`config.mk`:
```
export PLATFORM = sky130hd
export DESIGN_NAME = stereo_noise_gate_expander_unit
export DESIGN_NICKNAME = d
export VERILOG_FILES = /design/src/rtl/sngx_pkg.sv /design/src/rtl/sngx_mac.sv /design/src/rtl/stereo_noise_gate_expander_unit.sv
export SDC_FILE = /design/constraint.sdc
export NUM_CORES = 2
export LEC_CHECK = 0
export ABC_AREA = 0
export BUFFER_PORTS_ARGS = -buffer_cell sky130_fd_sc_hd__buf_2
export CORE_ASPECT_RATIO = 1.4
export CORE_MARGIN = 5
export CORE_UTILIZATION = 60
export CTS_CLUSTER_DIAMETER = 40
export DETAILED_ROUTE_END_ITERATION = 12
export PLACE_DENSITY_LB_ADDON = 0.25
export REMOVE_ABC_BUFFERS = 1
export SYNTH_ARGS = -nofsm -noshare
export SYNTH_HDL_FRONTEND = slang
export SYNTH_HIERARCHICAL = 1
export SYNTH_SLANG_ARGS = --single-unit
```
`constraint.sdc`:
```
create_clock -name clk_i -period 20 [get_ports clk_i]
set_input_delay 3 -clock clk_i [delete_from_list [all_inputs] [get_ports clk_i]]
set_output_delay 3 -clock clk_i [all_outputs]
set_load 0.01 [all_outputs]
```
`src/rtl/sngx_pkg.sv`:
```
package sngx_pkg;

  localparam int unsigned SampleW = 24;
  localparam int unsigned GainW   = 17;
  localparam int unsigned ThreshW = 23;
  localparam int unsigned CoeffW  = 16;
  localparam int unsigned SlopeW  = 26;
  localparam int unsigned CfgIdxW = 3;
  localparam int unsigned CfgW    = 26;

  // shared multiplier operands and accumulator
  localparam int unsigned MulAW = 26;
  localparam int unsigned MulBW = 24;
  localparam int unsigned AccW  = MulAW + MulBW;

  localparam logic [GainW-1:0]   Unity     = 17'h10000;
  localparam logic [SampleW-1:0] PosMax    = 24'h7fffff;
  localparam logic [SampleW-1:0] NegMagMax = 24'h800000;
  localparam logic [AccW-1:0]    RndQ16    = AccW'(32768);
  localparam logic [AccW-1:0]    RndQ23    = AccW'(4194304);

  localparam logic [GainW-1:0]   RstInputGain = 17'd19661;
  localparam logic               RstGateEn    = 1'b0;
  localparam logic [ThreshW-1:0] RstThreshold = 23'd83886;
  localparam logic [CoeffW-1:0]  RstAttack    = 16'd64177;
  localparam logic [CoeffW-1:0]  RstRelease   = 16'd65508;
  localparam logic [SlopeW-1:0]  RstSlope     = 26'd5898240;
  localparam logic               RstBypass    = 1'b0;

  typedef enum logic [CfgIdxW-1:0] {
    REG_INPUT_GAIN      = 3'd0,
    REG_GATE_ENABLE     = 3'd1,
    REG_GATE_THRESHOLD  = 3'd2,
    REG_ATTACK_COEFF    = 3'd3,
    REG_RELEASE_COEFF   = 3'd4,
    REG_EXPANSION_SLOPE = 3'd5,
    REG_BYPASS          = 3'd6
  } cfg_reg_e;

  typedef enum logic [9:0] {
    ST_IDLE  = 10'b0000000001,
    ST_SCALE = 10'b0000000010,
    ST_LEVEL = 10'b0000000100,
    ST_ENV_A = 10'b0000001000,
    ST_ENV_B = 10'b0000010000,
    ST_DROP  = 10'b0000100000,
    ST_GAIN  = 10'b0001000000,
    ST_MULT  = 10'b0010000000,
    ST_STORE = 10'b0100000000,
    ST_SEND  = 10'b1000000000
  } state_e;

  typedef struct packed {
    logic acc_en;
    logic rnd_en;
  } mac_ctrl_t;

endpackage

```
`src/rtl/sngx_mac.sv`:
```
module sngx_mac (
  input  logic [sngx_pkg::MulAW-1:0] a_i,
  input  logic [sngx_pkg::MulBW-1:0] b_i,
  input  logic [sngx_pkg::AccW-1:0]  acc_i,
  input  sngx_pkg::mac_ctrl_t        ctrl_i,
  output logic [sngx_pkg::AccW-1:0]  res_o
);

  logic [sngx_pkg::AccW-1:0] prod;
  logic [sngx_pkg::AccW-1:0] addend;
  logic [sngx_pkg::AccW-1:0] rnd;

  assign prod   = sngx_pkg::AccW'(a_i) * sngx_pkg::AccW'(b_i);
  assign addend = ctrl_i.acc_en ? acc_i : '0;
  // half lsb of a q16 result
  assign rnd    = ctrl_i.rnd_en ? sngx_pkg::RndQ16 : '0;
  assign res_o  = prod + addend + rnd;

endmodule

```
`src/rtl/stereo_noise_gate_expander_unit.sv`:
```
// channel   direction  handshake                  payload
// s_axis    in         s_axis_tvalid/tready       tdata: left_in, right_in; tlast: block_end_in
// m_axis    out        m_axis_tvalid/tready       tdata: left_out, right_out; tlast: block_end_out
// cfg       in         cfg_valid/cfg_ready        cfg_index (0..6), cfg_data
//
// a pair runs through the states of the left channel and then of the right, from the input transfer
// to the result entering the output register; the one 26x24 multiplier, used up to five times
// per channel in turn, sets that pace, and a disabled gate skips the envelope and gain steps.
// s_axis_tready is high only between pairs, so a new pair is taken only once the last is through.
// reset loads the register defaults and zeroes both envelopes at once, no clearing pass.
// a held output register stalls the sequencer at its last step until m_axis_tready is seen.
module stereo_noise_gate_expander_unit (
  input  logic        clk_i,
  input  logic        rst_ni,
  input  logic        s_axis_tvalid,
  output logic        s_axis_tready,
  input  logic [47:0] s_axis_tdata,   // [23:0] left_in, [47:24] right_in
  input  logic        s_axis_tlast,
  output logic        m_axis_tvalid,
  input  logic        m_axis_tready,
  output logic [47:0] m_axis_tdata,   // [23:0] left_out, [47:24] right_out
  output logic        m_axis_tlast,
  input  logic        cfg_valid,
  output logic        cfg_ready,
  input  logic [sngx_pkg::CfgIdxW-1:0] cfg_index,
  input  logic [sngx_pkg::CfgW-1:0]    cfg_data
);

  localparam int unsigned SW = sngx_pkg::SampleW;
  localparam int unsigned AW = sngx_pkg::AccW;

  sngx_pkg::state_e state_q, state_d;

  logic [sngx_pkg::GainW-1:0]   in_gain_q;
  logic                         gate_en_q;
  logic [sngx_pkg::ThreshW-1:0] thresh_q;
  logic [sngx_pkg::CoeffW-1:0]  attack_q;
  logic [sngx_pkg::CoeffW-1:0]  release_q;
  logic [sngx_pkg::SlopeW-1:0]  slope_q;
  logic                         bypass_q;

  logic [SW-1:0] env_q [2];
  logic [SW-1:0] env_d [2];

  logic          ch_q, ch_d;
  logic [SW-1:0] x_q [2];
  logic [SW-1:0] x_d [2];
  logic          last_q, last_d;
  logic [SW-1:0] lvl_q, lvl_d;
  logic          neg_q, neg_d;
  logic          below_q, below_d;
  logic [sngx_pkg::GainW-1:0] gain_q, gain_d;
  logic [AW-1:0] acc_q, acc_d;
  logic [SW-1:0] yl_q, yl_d;

  logic          m_valid_q, m_valid_d;
  logic [47:0]   m_data_q, m_data_d;
  logic          m_last_q, m_last_d;

  logic [sngx_pkg::MulAW-1:0] mul_a;
  logic [sngx_pkg::MulBW-1:0] mul_b;
  sngx_pkg::mac_ctrl_t        mac_ctrl;
  logic [AW-1:0]              mac_res;

  logic [SW-1:0]   x_cur, x_mag, env_cur, env_new, y_val;
  logic [sngx_pkg::CoeffW-1:0] coef;
  logic [sngx_pkg::GainW-1:0]  coef_inv;
  logic [40:0]     rnd_scale;
  logic [24:0]     r_scale;
  logic [39:0]     rnd_out;
  logic [SW-1:0]   r_out;
  logic [AW-1:0]   rnd_drop;
  logic [26:0]     drop;
  logic [sngx_pkg::ThreshW-1:0] diff;
  logic            out_free;

  assign s_axis_tready = (state_q == sngx_pkg::ST_IDLE);
  assign cfg_ready     = 1'b1;
  assign m_axis_tvalid = m_valid_q;
  assign m_axis_tdata  = m_data_q;
  assign m_axis_tlast  = m_last_q;

  assign x_cur    = x_q[ch_q];
  assign x_mag    = x_cur[SW-1] ? (~x_cur + 1'b1) : x_cur;
  assign env_cur  = env_q[ch_q];
  assign coef     = (lvl_q > env_cur) ? attack_q : release_q;
  assign coef_inv = sngx_pkg::Unity - {1'b0, coef};

  assign rnd_scale = acc_q[40:0] + 41'd32768;
  assign r_scale   = rnd_scale[40:16];
  assign env_new   = acc_q[39:16];
  assign diff      = sngx_pkg::ThreshW'({1'b0, thresh_q} - env_new);
  assign rnd_drop  = acc_q + sngx_pkg::RndQ23;
  assign drop      = rnd_drop[49:23];
  assign rnd_out   = acc_q[39:0] + 40'd32768;
  assign r_out     = rnd_out[39:16];
  assign y_val     = neg_q ? (~r_out + 1'b1) : r_out;
  assign out_free  = !m_valid_q || m_axis_tready;

  sngx_mac u_mac (
    .a_i    (mul_a),
    .b_i    (mul_b),
    .acc_i  (acc_q),
    .ctrl_i (mac_ctrl),
    .res_o  (mac_res)
  );

  // operand selection for the shared multiplier
  always_comb begin
    mul_a    = '0;
    mul_b    = '0;
    mac_ctrl = '0;
    unique case (state_q)
      sngx_pkg::ST_SCALE: begin
        mul_a = sngx_pkg::MulAW'(in_gain_q);
        mul_b = x_mag;
      end
      sngx_pkg::ST_ENV_A: begin
        mul_a = sngx_pkg::MulAW'(coef);
        mul_b = env_cur;
      end
      sngx_pkg::ST_ENV_B: begin
        mul_a           = sngx_pkg::MulAW'(coef_inv);
        mul_b           = lvl_q;
        mac_ctrl.acc_en = 1'b1;
        mac_ctrl.rnd_en = 1'b1;
      end
      sngx_pkg::ST_DROP: begin
        mul_a = slope_q;
        mul_b = sngx_pkg::MulBW'(diff);
      end
      sngx_pkg::ST_MULT: begin
        mul_a = sngx_pkg::MulAW'(gain_q);
        mul_b = lvl_q;
      end
      default: ;
    endcase
  end

  always_comb begin
    state_d   = state_q;
    ch_d      = ch_q;
    x_d       = x_q;
    last_d    = last_q;
    lvl_d     = lvl_q;
    neg_d     = neg_q;
    below_d   = below_q;
    gain_d    = gain_q;
    acc_d     = acc_q;
    yl_d      = yl_q;
    env_d     = env_q;
    m_valid_d = m_valid_q && !m_axis_tready;
    m_data_d  = m_data_q;
    m_last_d  = m_last_q;

    unique case (state_q)
      sngx_pkg::ST_IDLE: begin
        if (s_axis_tvalid) begin
          x_d[0]  = s_axis_tdata[23:0];
          x_d[1]  = s_axis_tdata[47:24];
          last_d  = s_axis_tlast;
          ch_d    = 1'b0;
          state_d = sngx_pkg::ST_SCALE;
        end
      end
      sngx_pkg::ST_SCALE: begin
        acc_d   = mac_res;
        state_d = sngx_pkg::ST_LEVEL;
      end
      sngx_pkg::ST_LEVEL: begin
        // round, then saturate the magnitude to the signed 24-bit range
        neg_d = x_cur[SW-1];
        if (x_cur[SW-1]) begin
          lvl_d = (r_scale > 25'(sngx_pkg::NegMagMax)) ? sngx_pkg::NegMagMax : r_scale[23:0];
        end else begin
          lvl_d = (r_scale > 25'(sngx_pkg::PosMax)) ? sngx_pkg::PosMax : r_scale[23:0];
        end
        if (gate_en_q) begin
          state_d = sngx_pkg::ST_ENV_A;
        end else begin
          gain_d  = sngx_pkg::Unity;
          state_d = sngx_pkg::ST_MULT;
        end
      end
      sngx_pkg::ST_ENV_A: begin
        acc_d   = mac_res;
        state_d = sngx_pkg::ST_ENV_B;
      end
      sngx_pkg::ST_ENV_B: begin
        acc_d   = mac_res;
        state_d = sngx_pkg::ST_DROP;
      end
      sngx_pkg::ST_DROP: begin
        env_d[ch_q] = env_new;
        below_d     = env_new < {1'b0, thresh_q};
        acc_d       = mac_res;
        state_d     = sngx_pkg::ST_GAIN;
      end
      sngx_pkg::ST_GAIN: begin
        if (!below_q) begin
          gain_d = sngx_pkg::Unity;
        end else if (drop >= 27'(sngx_pkg::Unity)) begin
          gain_d = '0;
        end else begin
          gain_d = sngx_pkg::Unity - drop[16:0];
        end
        state_d = sngx_pkg::ST_MULT;
      end
      sngx_pkg::ST_MULT: begin
        acc_d   = mac_res;
        state_d = sngx_pkg::ST_STORE;
      end
      sngx_pkg::ST_STORE: begin
        if (!ch_q) begin
          yl_d    = y_val;
          ch_d    = 1'b1;
          state_d = sngx_pkg::ST_SCALE;
        end else begin
          yl_d    = yl_q;
          state_d = sngx_pkg::ST_SEND;
          if (out_free) begin
            m_valid_d = 1'b1;
            m_data_d  = bypass_q ? {x_q[1], x_q[0]} : {y_val, yl_q};
            m_last_d  = last_q;
            state_d   = sngx_pkg::ST_IDLE;
          end
        end
      end
      sngx_pkg::ST_SEND: begin
        // right result still in acc, wait for the output register
        if (out_free) begin
          m_valid_d = 1'b1;
          m_data_d  = bypass_q ? {x_q[1], x_q[0]} : {y_val, yl_q};
          m_last_d  = last_q;
          state_d   = sngx_pkg::ST_IDLE;
        end
      end
      default: state_d = sngx_pkg::ST_IDLE;
    endcase

    // clearing the enable zeroes both envelopes
    if (cfg_valid && sngx_pkg::cfg_reg_e'(cfg_index) == sngx_pkg::REG_GATE_ENABLE
        && !cfg_data[0]) begin
      env_d[0] = '0;
      env_d[1] = '0;
    end
  end

  always_ff @(posedge clk_i or negedge rst_ni) begin
    if (!rst_ni) begin
      in_gain_q <= sngx_pkg::RstInputGain;
      gate_en_q <= sngx_pkg::RstGateEn;
      thresh_q  <= sngx_pkg::RstThreshold;
      attack_q  <= sngx_pkg::RstAttack;
      release_q <= sngx_pkg::RstRelease;
      slope_q   <= sngx_pkg::RstSlope;
      bypass_q  <= sngx_pkg::RstBypass;
    end else if (cfg_valid) begin
      unique case (sngx_pkg::cfg_reg_e'(cfg_index))
        sngx_pkg::REG_INPUT_GAIN:      in_gain_q <= cfg_data[16:0];
        sngx_pkg::REG_GATE_ENABLE:     gate_en_q <= cfg_data[0];
        sngx_pkg::REG_GATE_THRESHOLD:  thresh_q  <= cfg_data[22:0];
        sngx_pkg::REG_ATTACK_COEFF:    attack_q  <= cfg_data[15:0];
        sngx_pkg::REG_RELEASE_COEFF:   release_q <= cfg_data[15:0];
        sngx_pkg::REG_EXPANSION_SLOPE: slope_q   <= cfg_data;
        sngx_pkg::REG_BYPASS:          bypass_q  <= cfg_data[0];
        default: ;
      endcase
    end
  end

  always_ff @(posedge clk_i or negedge rst_ni) begin
    if (!rst_ni) begin
      state_q   <= sngx_pkg::ST_IDLE;
      ch_q      <= 1'b0;
      env_q[0]  <= '0;
      env_q[1]  <= '0;
      m_valid_q <= 1'b0;
    end else begin
      state_q   <= state_d;
      ch_q      <= ch_d;
      env_q     <= env_d;
      m_valid_q <= m_valid_d;
    end
  end

  always_ff @(posedge clk_i) begin
    x_q      <= x_d;
    last_q   <= last_d;
    lvl_q    <= lvl_d;
    neg_q    <= neg_d;
    below_q  <= below_d;
    gain_q   <= gain_d;
    acc_q    <= acc_d;
    yl_q     <= yl_d;
    m_data_q <= m_data_d;
    m_last_q <= m_last_d;
  end

  a_env_clear: assert property (@(posedge clk_i) disable iff (!rst_ni)
    cfg_valid && cfg_index == sngx_pkg::REG_GATE_ENABLE && !cfg_data[0]
    |=> env_q[0] == '0 && env_q[1] == '0)
    else $error("envelopes not cleared by gate disable");

  a_env_range: assert property (@(posedge clk_i) disable iff (!rst_ni)
    env_q[0] <= sngx_pkg::NegMagMax && env_q[1] <= sngx_pkg::NegMagMax)
    else $error("envelope above full scale");

  a_start: assert property (@(posedge clk_i) disable iff (!rst_ni)
    s_axis_tvalid && s_axis_tready |=> state_q == sngx_pkg::ST_SCALE && !ch_q)
    else $error("input transfer did not start the left channel");

  a_gain_range: assert property (@(posedge clk_i) disable iff (!rst_ni)
    state_q == sngx_pkg::ST_MULT |-> gain_q <= sngx_pkg::Unity)
    else $error("channel gain above unity");

  a_out_load: assert property (@(posedge clk_i) disable iff (!rst_ni)
    m_axis_tvalid && !m_axis_tready |=> state_q != sngx_pkg::ST_IDLE || m_axis_tvalid)
    else $error("pending result dropped");

endmodule

```
# Yosys cells after proc, flatten, opt, wreduce, memory -nomap -nowiden
# Index checks and enable logic that the tools add are counted.
[word_totals]
out_inout_bits = 52
wordCells = 137
reg_bits = 375
[op_classes]
eq_ne = 20
n_mul = 1
n_bitwise = 4
muxes = 44
n_reduce_logical = 28
addsub = 10
magnitude_cmp = 7
[ops]
columns = ["cell", "count"]
rows = [
  ["$mux 24", 12],
  ["$mux 48", 5],
  ["$pmux 26 s5", 1],
  ["$add 50x50->50", 2],
  ["$pmux 10 s10", 1],
  ["$pmux 24 s4", 1],
  ["$pmux 48 s2", 1],
  ["$mux 17", 3],
  ["$add 50x23->50 const B", 1],
  ["$mul 26x24->50", 1],
  ["$mux 50", 1],
  ["$add 24x1->24 const B", 2],
  ["$bwmux 48", 1],
  ["$not 24->24", 2],
  ["$add 41x16->41 const B", 1],
  ["$add 40x16->40 const B", 1],
  ["$mux 10", 4],
  ["$pmux 17 s2", 1],
  ["$mux 16", 2],
  ["$ge 27x17->1 const B", 1],
  ["$reduce_and 2->1", 13],
  ["$gt 25x23->1 const B", 1],
  ["$gt 25x24->1 const B", 1],
  ["$demux 24 s1", 1],
  ["other kinds (34)", 54],
]

# Depth between registers and ports, before layout
[logic_depth]
word_depth = 11
depth_mapped = 51

# Cells and area by module
# Netlist, hierarchy kept.
[by_module_without_submodules]
columns = ["mod", "cells_per_inst", "n_inst", "area_per_inst_um2"]
rows = [
  ["sngx_mac", 2574, 1, 22507.8],
  ["stereo_noise_gate_expander_unit", 1761, 1, 20245.7],
]

# Worst setup path after synthesis
# Ideal clock, no wire load.
[synth_path]
path_kind = "flip-flop to flip-flop"
start = "register ch_q"
end = "register acc_q[45] (data pin)"
setup_ns = 0.266
path_stages_with_launch = 51
period_less_slack_ns = 12.112
arrival_ns = 11.846
path_slack_ns = 7.888
required_ns = 19.734
path_buffers = 10
path_cell_list = "dfrtp_1 clkbuf_1 buf_1 clkbuf_1 buf_2 buf_1 buf_1 mux2i_1 ha_1 and3_1 nand3_1 nor4_1 a221oi_1 a41oi_1 buf_1 clkbuf_1 mux2i_1 ha_1 [... 15 more ...] fa_1 inv_1 fa_1 inv_1 fa_1 inv_1 fa_1 inv_1 ha_1 buf_2 a21oi_1 o21ai_1 nor2_1 a31oi_2 a2111oi_2 o31a_1 o21ai_1 xor2_1"
[synth_via]
elab_chain_cells = 11
[synth_rtl]
columns = ["element", "line_no", "text"]
rows = [
  ["start, declared", "stereo_noise_gate_expander_unit.sv:45", "logic ch_q, ch_d;"],
  ["start signal, assigned", "stereo_noise_gate_expander_unit.sv:281", "ch_q <= ch_d;"],
  ["$not 1->2 (not written as such) *", "stereo_noise_gate_expander_unit.sv:85", "assign env_cur = env_q[ch_q];"],
  ["$mux 24 (not written as such) * (3 in a row)", "stereo_noise_gate_expander_unit.sv:85", ""],
  ["$gt 24x24->1 *", "stereo_noise_gate_expander_unit.sv:86", "assign coef = (lvl_q > env_cur) ? attack_q : release_q;"],
  ["$mux 16 *", "stereo_noise_gate_expander_unit.sv:86", ""],
  ["$sub 17x16->17", "stereo_noise_gate_expander_unit.sv:87", "assign coef_inv = sngx_pkg::Unity - {1'b0, coef};"],
  ["$pmux 26 s5 *", "stereo_noise_gate_expander_unit.sv:113", "unique case (state_q)"],
  ["net mul_a (one bit)", "stereo_noise_gate_expander_unit.sv:60", "logic [sngx_pkg::MulAW-1:0] mul_a;"],
  ["$mul 26x24->50 *", "sngx_mac.sv:13", "assign prod = sngx_pkg::AccW'(a_i) * sngx_pkg::AccW'(b_i);"],
  ["$add 50x50->50 * (2 in a row)", "sngx_mac.sv:17", "assign res_o = prod + addend + rnd;"],
  ["net mac_res[45]", "stereo_noise_gate_expander_unit.sv:63", "logic [AW-1:0] mac_res;"],
  ["end signal, assigned", "stereo_noise_gate_expander_unit.sv:294", "acc_q <= acc_d;"],
  ["end, declared", "stereo_noise_gate_expander_unit.sv:53", "logic [AW-1:0] acc_q, acc_d;"],
]
# The timed path passes the listed nets; every way through them passes the cells marked *. The select of a mux whose other input is x is not followed.
# A chain may end at the register's enable or synchronous reset.

# Worst setup path in the final report
[layout_path]
start = "register ch_q"
end = "register acc_q[39] (data pin)"
# Same word-level chain as after synthesis.

==> results.tsv <==
metric	value	unit
status	completed	
dp.cells	5251	
setup_violations	0	
cp_top_family	adder cells	
rsz0062_at_grt	false	
first_global_vias	34710	
drtAntennaViolNets	0	
hold_path.class	reg2reg	
layout.nets	5286	
fin_crit_sh	63.25	%
leakage	21.68	nW
cts_tree	built	
crit_type	reg2reg	
synth_top_family_by_area	adder cells	
area_growth	7.445	%
synth_compound_area_share	8.546	%
grt_max_degree	65	
cts_buffers	40	
cp_slowest_cell	a211o_1	
critical_path_buf_inv_count	9	
num_rows	115	
max_cap_viol_count	0	
min_period	12650	ps
die_h	325.8	um
antenna_found_initial	3	
htree_num_levels	2	
postCtsSetupBuffers	0	
core-area	70510	um^2
drt-vias-per-instance	6.044	
start_kind	flip-flop	
yosysUniqueCellTypes	93	
ios	135	
p_sw	0.6234	mW
power.total	2.148	mW
post-dp-hpwl	91660	um
drt_iter0_drc	2140	
power_report.internal_total	1.525	mW
place.gp.congestion	0.9787	
final_core_util	65.15	%
clk_path_buf_depth	3	
design_area	45940	um^2
ys_async_sr_fraction	42.67	%
cp_max_fo	55	
holdBufCountCts	0	
swShare	29.02	%
setup_ws	7350	ps
die-area	76770	um^2
pwr-share-seq	44.9	%
skew	28.19	ps
grt_first_pass_wirelength	192300	um
track_usage	31.57	%
synth_seq_area_share	24.60	%
hold-worst-slack	455.9	ps
p_clk_share	37.8	%
wl	120900	um
cp_data_required_time	20320	ps
crit_path_end_kind	flip-flop	
final_cells	5326	
ys_ff_latch	375	
drv_slew	0	
slowest_delay	790	ps
cts_resized	0	
dr.pass1.iters	5	
postSynthAreaPerCell	9.862	um^2
syn_inst	4335	
timing.slew.headroom	19.25	%
drc	0	
ys_warn_count	6	
synth_edf_count	215	
grt_overflow	0	
synthSimpleGateAreaFrac	14.55	%
synthFlopType	edfxtp_1	
finalSetupTns	0	ps
io_buffers	133	
cts-root-buf	clkbuf_16	
synthMuxAreaShare	5.203	%
clock-sinks	375	
die_w	235.6	um
clk_pin_slew	70	ps
peakVddDrop	62.26	uV
clk-insertion-delay-late	590	ps
timing.fmax	79.05	MHz
tightest_slew	1207	ps
post_synth_xor_area_fraction	3.725	%
place_ws	7586	ps
finalHoldViolCount	0	
power_density	46.76	nW/um^2
vias	32190	
start_util	60.64	%
dpl_cell_area	44500	um^2
wl_per_cell	22.70	um
drive_gt1_share	12.03	%
combPwrFrac	17.3	%
cp.arrival	12970	ps
synth_fa_ha_area_share	34.86	%
syn_area	42750	um^2
-- registers in the layout, indices dropped and copies added, names as in the netlist, 10 cells and up --
register,count
acc_q,50
env_q,48
m_axis_tdata,48
x_q,48
slope_q,26
lvl_q,24
yl_q,24
thresh_q,23
gain_q,17
in_gain_q,17
attack_q,16
release_q,16
state_q,10
-- Yosys cell counts (14+ instances only) --
master	n	area, um^2
xnor2_1	117	1025
ha_1	271	3391
nand2b_1	14	87.58
buf_1	15	56.30
nor2_1	132	495.5
o21ai_0	104	520.5
nor4_1	18	112.6
a31oi_1	24	150.1
nand3_1	41	205.2
xor2_1	63	551.8
fa_1	575	11510
a221oi_1	14	122.6
mux2i_1	76	760.7
nand2_1	461	1730
and3_1	31	193.9
nor2b_1	15	93.84
edfxtp_1	215	6456
and2_1	369	2308
nor3_1	59	295.3
clkbuf_1	191	716.9
inv_1	728	2733
dfrtp_1	115	2878
o21bai_1	17	127.6
dfstp_2	45	1182
a21o_1	35	262.8
a21oi_1	133	665.6
buf_2	14	70.07
mux2_2	130	1464
a22o_1	56	490.5
nand4_1	24	150.1
-- logic make-up (layout without fill, tap and decap cells) --
group | Yosys count | in the layout
AND/OR/NAND/NOR | 1233 | 1233
buffers and inverters | 957 | 1011
adder cells (fa/ha/maj) | 846 | 846
AO/OA/AOI/OAI | 536 | 536
flip-flops | 375 | 375
multiplexers | 206 | 206
XOR/XNOR | 181 | 181
other | 1 | 2
-- power groups by stage --
stage | Sequential (mW) | Combinational, mW | Clock [mW]
2_1_floorplan | 0.959 | 0.240 | 0
4_1_cts | 0.962 | 0.369 | 0.821
6_report | 0.964 | 0.372 | 0.812
3_3_place_gp | 0.974 | 0.358 | 0
5_1_grt | 0.970 | 0.403 | 0.850
3_5_place_dp | 0.976 | 0.365 | 0
-- cell type report --
| type | instances | area, um^2 |
|---|---|---|
| Antenna cell | 1 | 2.502 |
| Clock buffer | 49 | 1077 |
| Clock inverter | 25 | 352.8 |
| Fill cell | 5709 | 24570 |
| Inverter | 732 | 2748 |
| Multi-Input combinational cell | 3003 | 28850 |
| Sequential cell | 375 | 10520 |
| Tap cell | 936 | 1171 |
| Timing Repair Buffer | 205 | 1212 |
-- placed cells by master (no fill, tap or decap), types with 12 or more instances in the layout --
cell type,n
ha_1,271
o21ai_1,20
edfxtp_1,215
xnor2_1,117
nor3_1,56
nand3_1,41
mux2_2,130
and3_1,30
and2_1,369
nand2_1,461
a22o_1,56
inv_1,727
nor2_1,131
a21oi_1,132
fa_1,575
a221oi_1,14
nand4_1,24
or4_1,12
buf_4,72
o21bai_1,17
mux2i_1,76
o21ai_0,88
dfrtp_1,113
nor4_1,18
dfstp_2,45
xor2_1,63
buf_2,132
a31oi_1,24
a21o_1,35
nand2b_1,14
nor2b_1,15
clkbuf_16,42
-- path summary, 6_finish.rpt --
check / from / endpoint / slack (ps) / depth (start not counted)
max: ch_q$_DFFE_PN0P_ / acc_q[39]$_DFFE_PP_ / 7350 / 41
min: last_q$_DFFE_PP_ / m_axis_tlast$_DFFE_PP_ / 460 / 0
max reg2reg: ch_q$_DFFE_PN0P_ / acc_q[39]$_DFFE_PP_ / 7350 / 41
min reg2reg: last_q$_DFFE_PP_ / m_axis_tlast$_DFFE_PP_ / 460 / 0
max in group asynchronous: rst_ni / ch_q$_DFFE_PN0P_ / 16360 / 2
min in group asynchronous: rst_ni / attack_q[6]$_DFFE_PN0P_ / 2320 / 1
-- per-layer routing --
metal | part of all wire (%) | global-route usage (%)
met5 | 0.011 | 0
met1 | 36 | 37.02
met4 | 7.1 | 18.03
met3 | 6.8 | 4.773
met2 | 50 | 55.35
No activity file was read; power rests on OpenSTA's default activity.
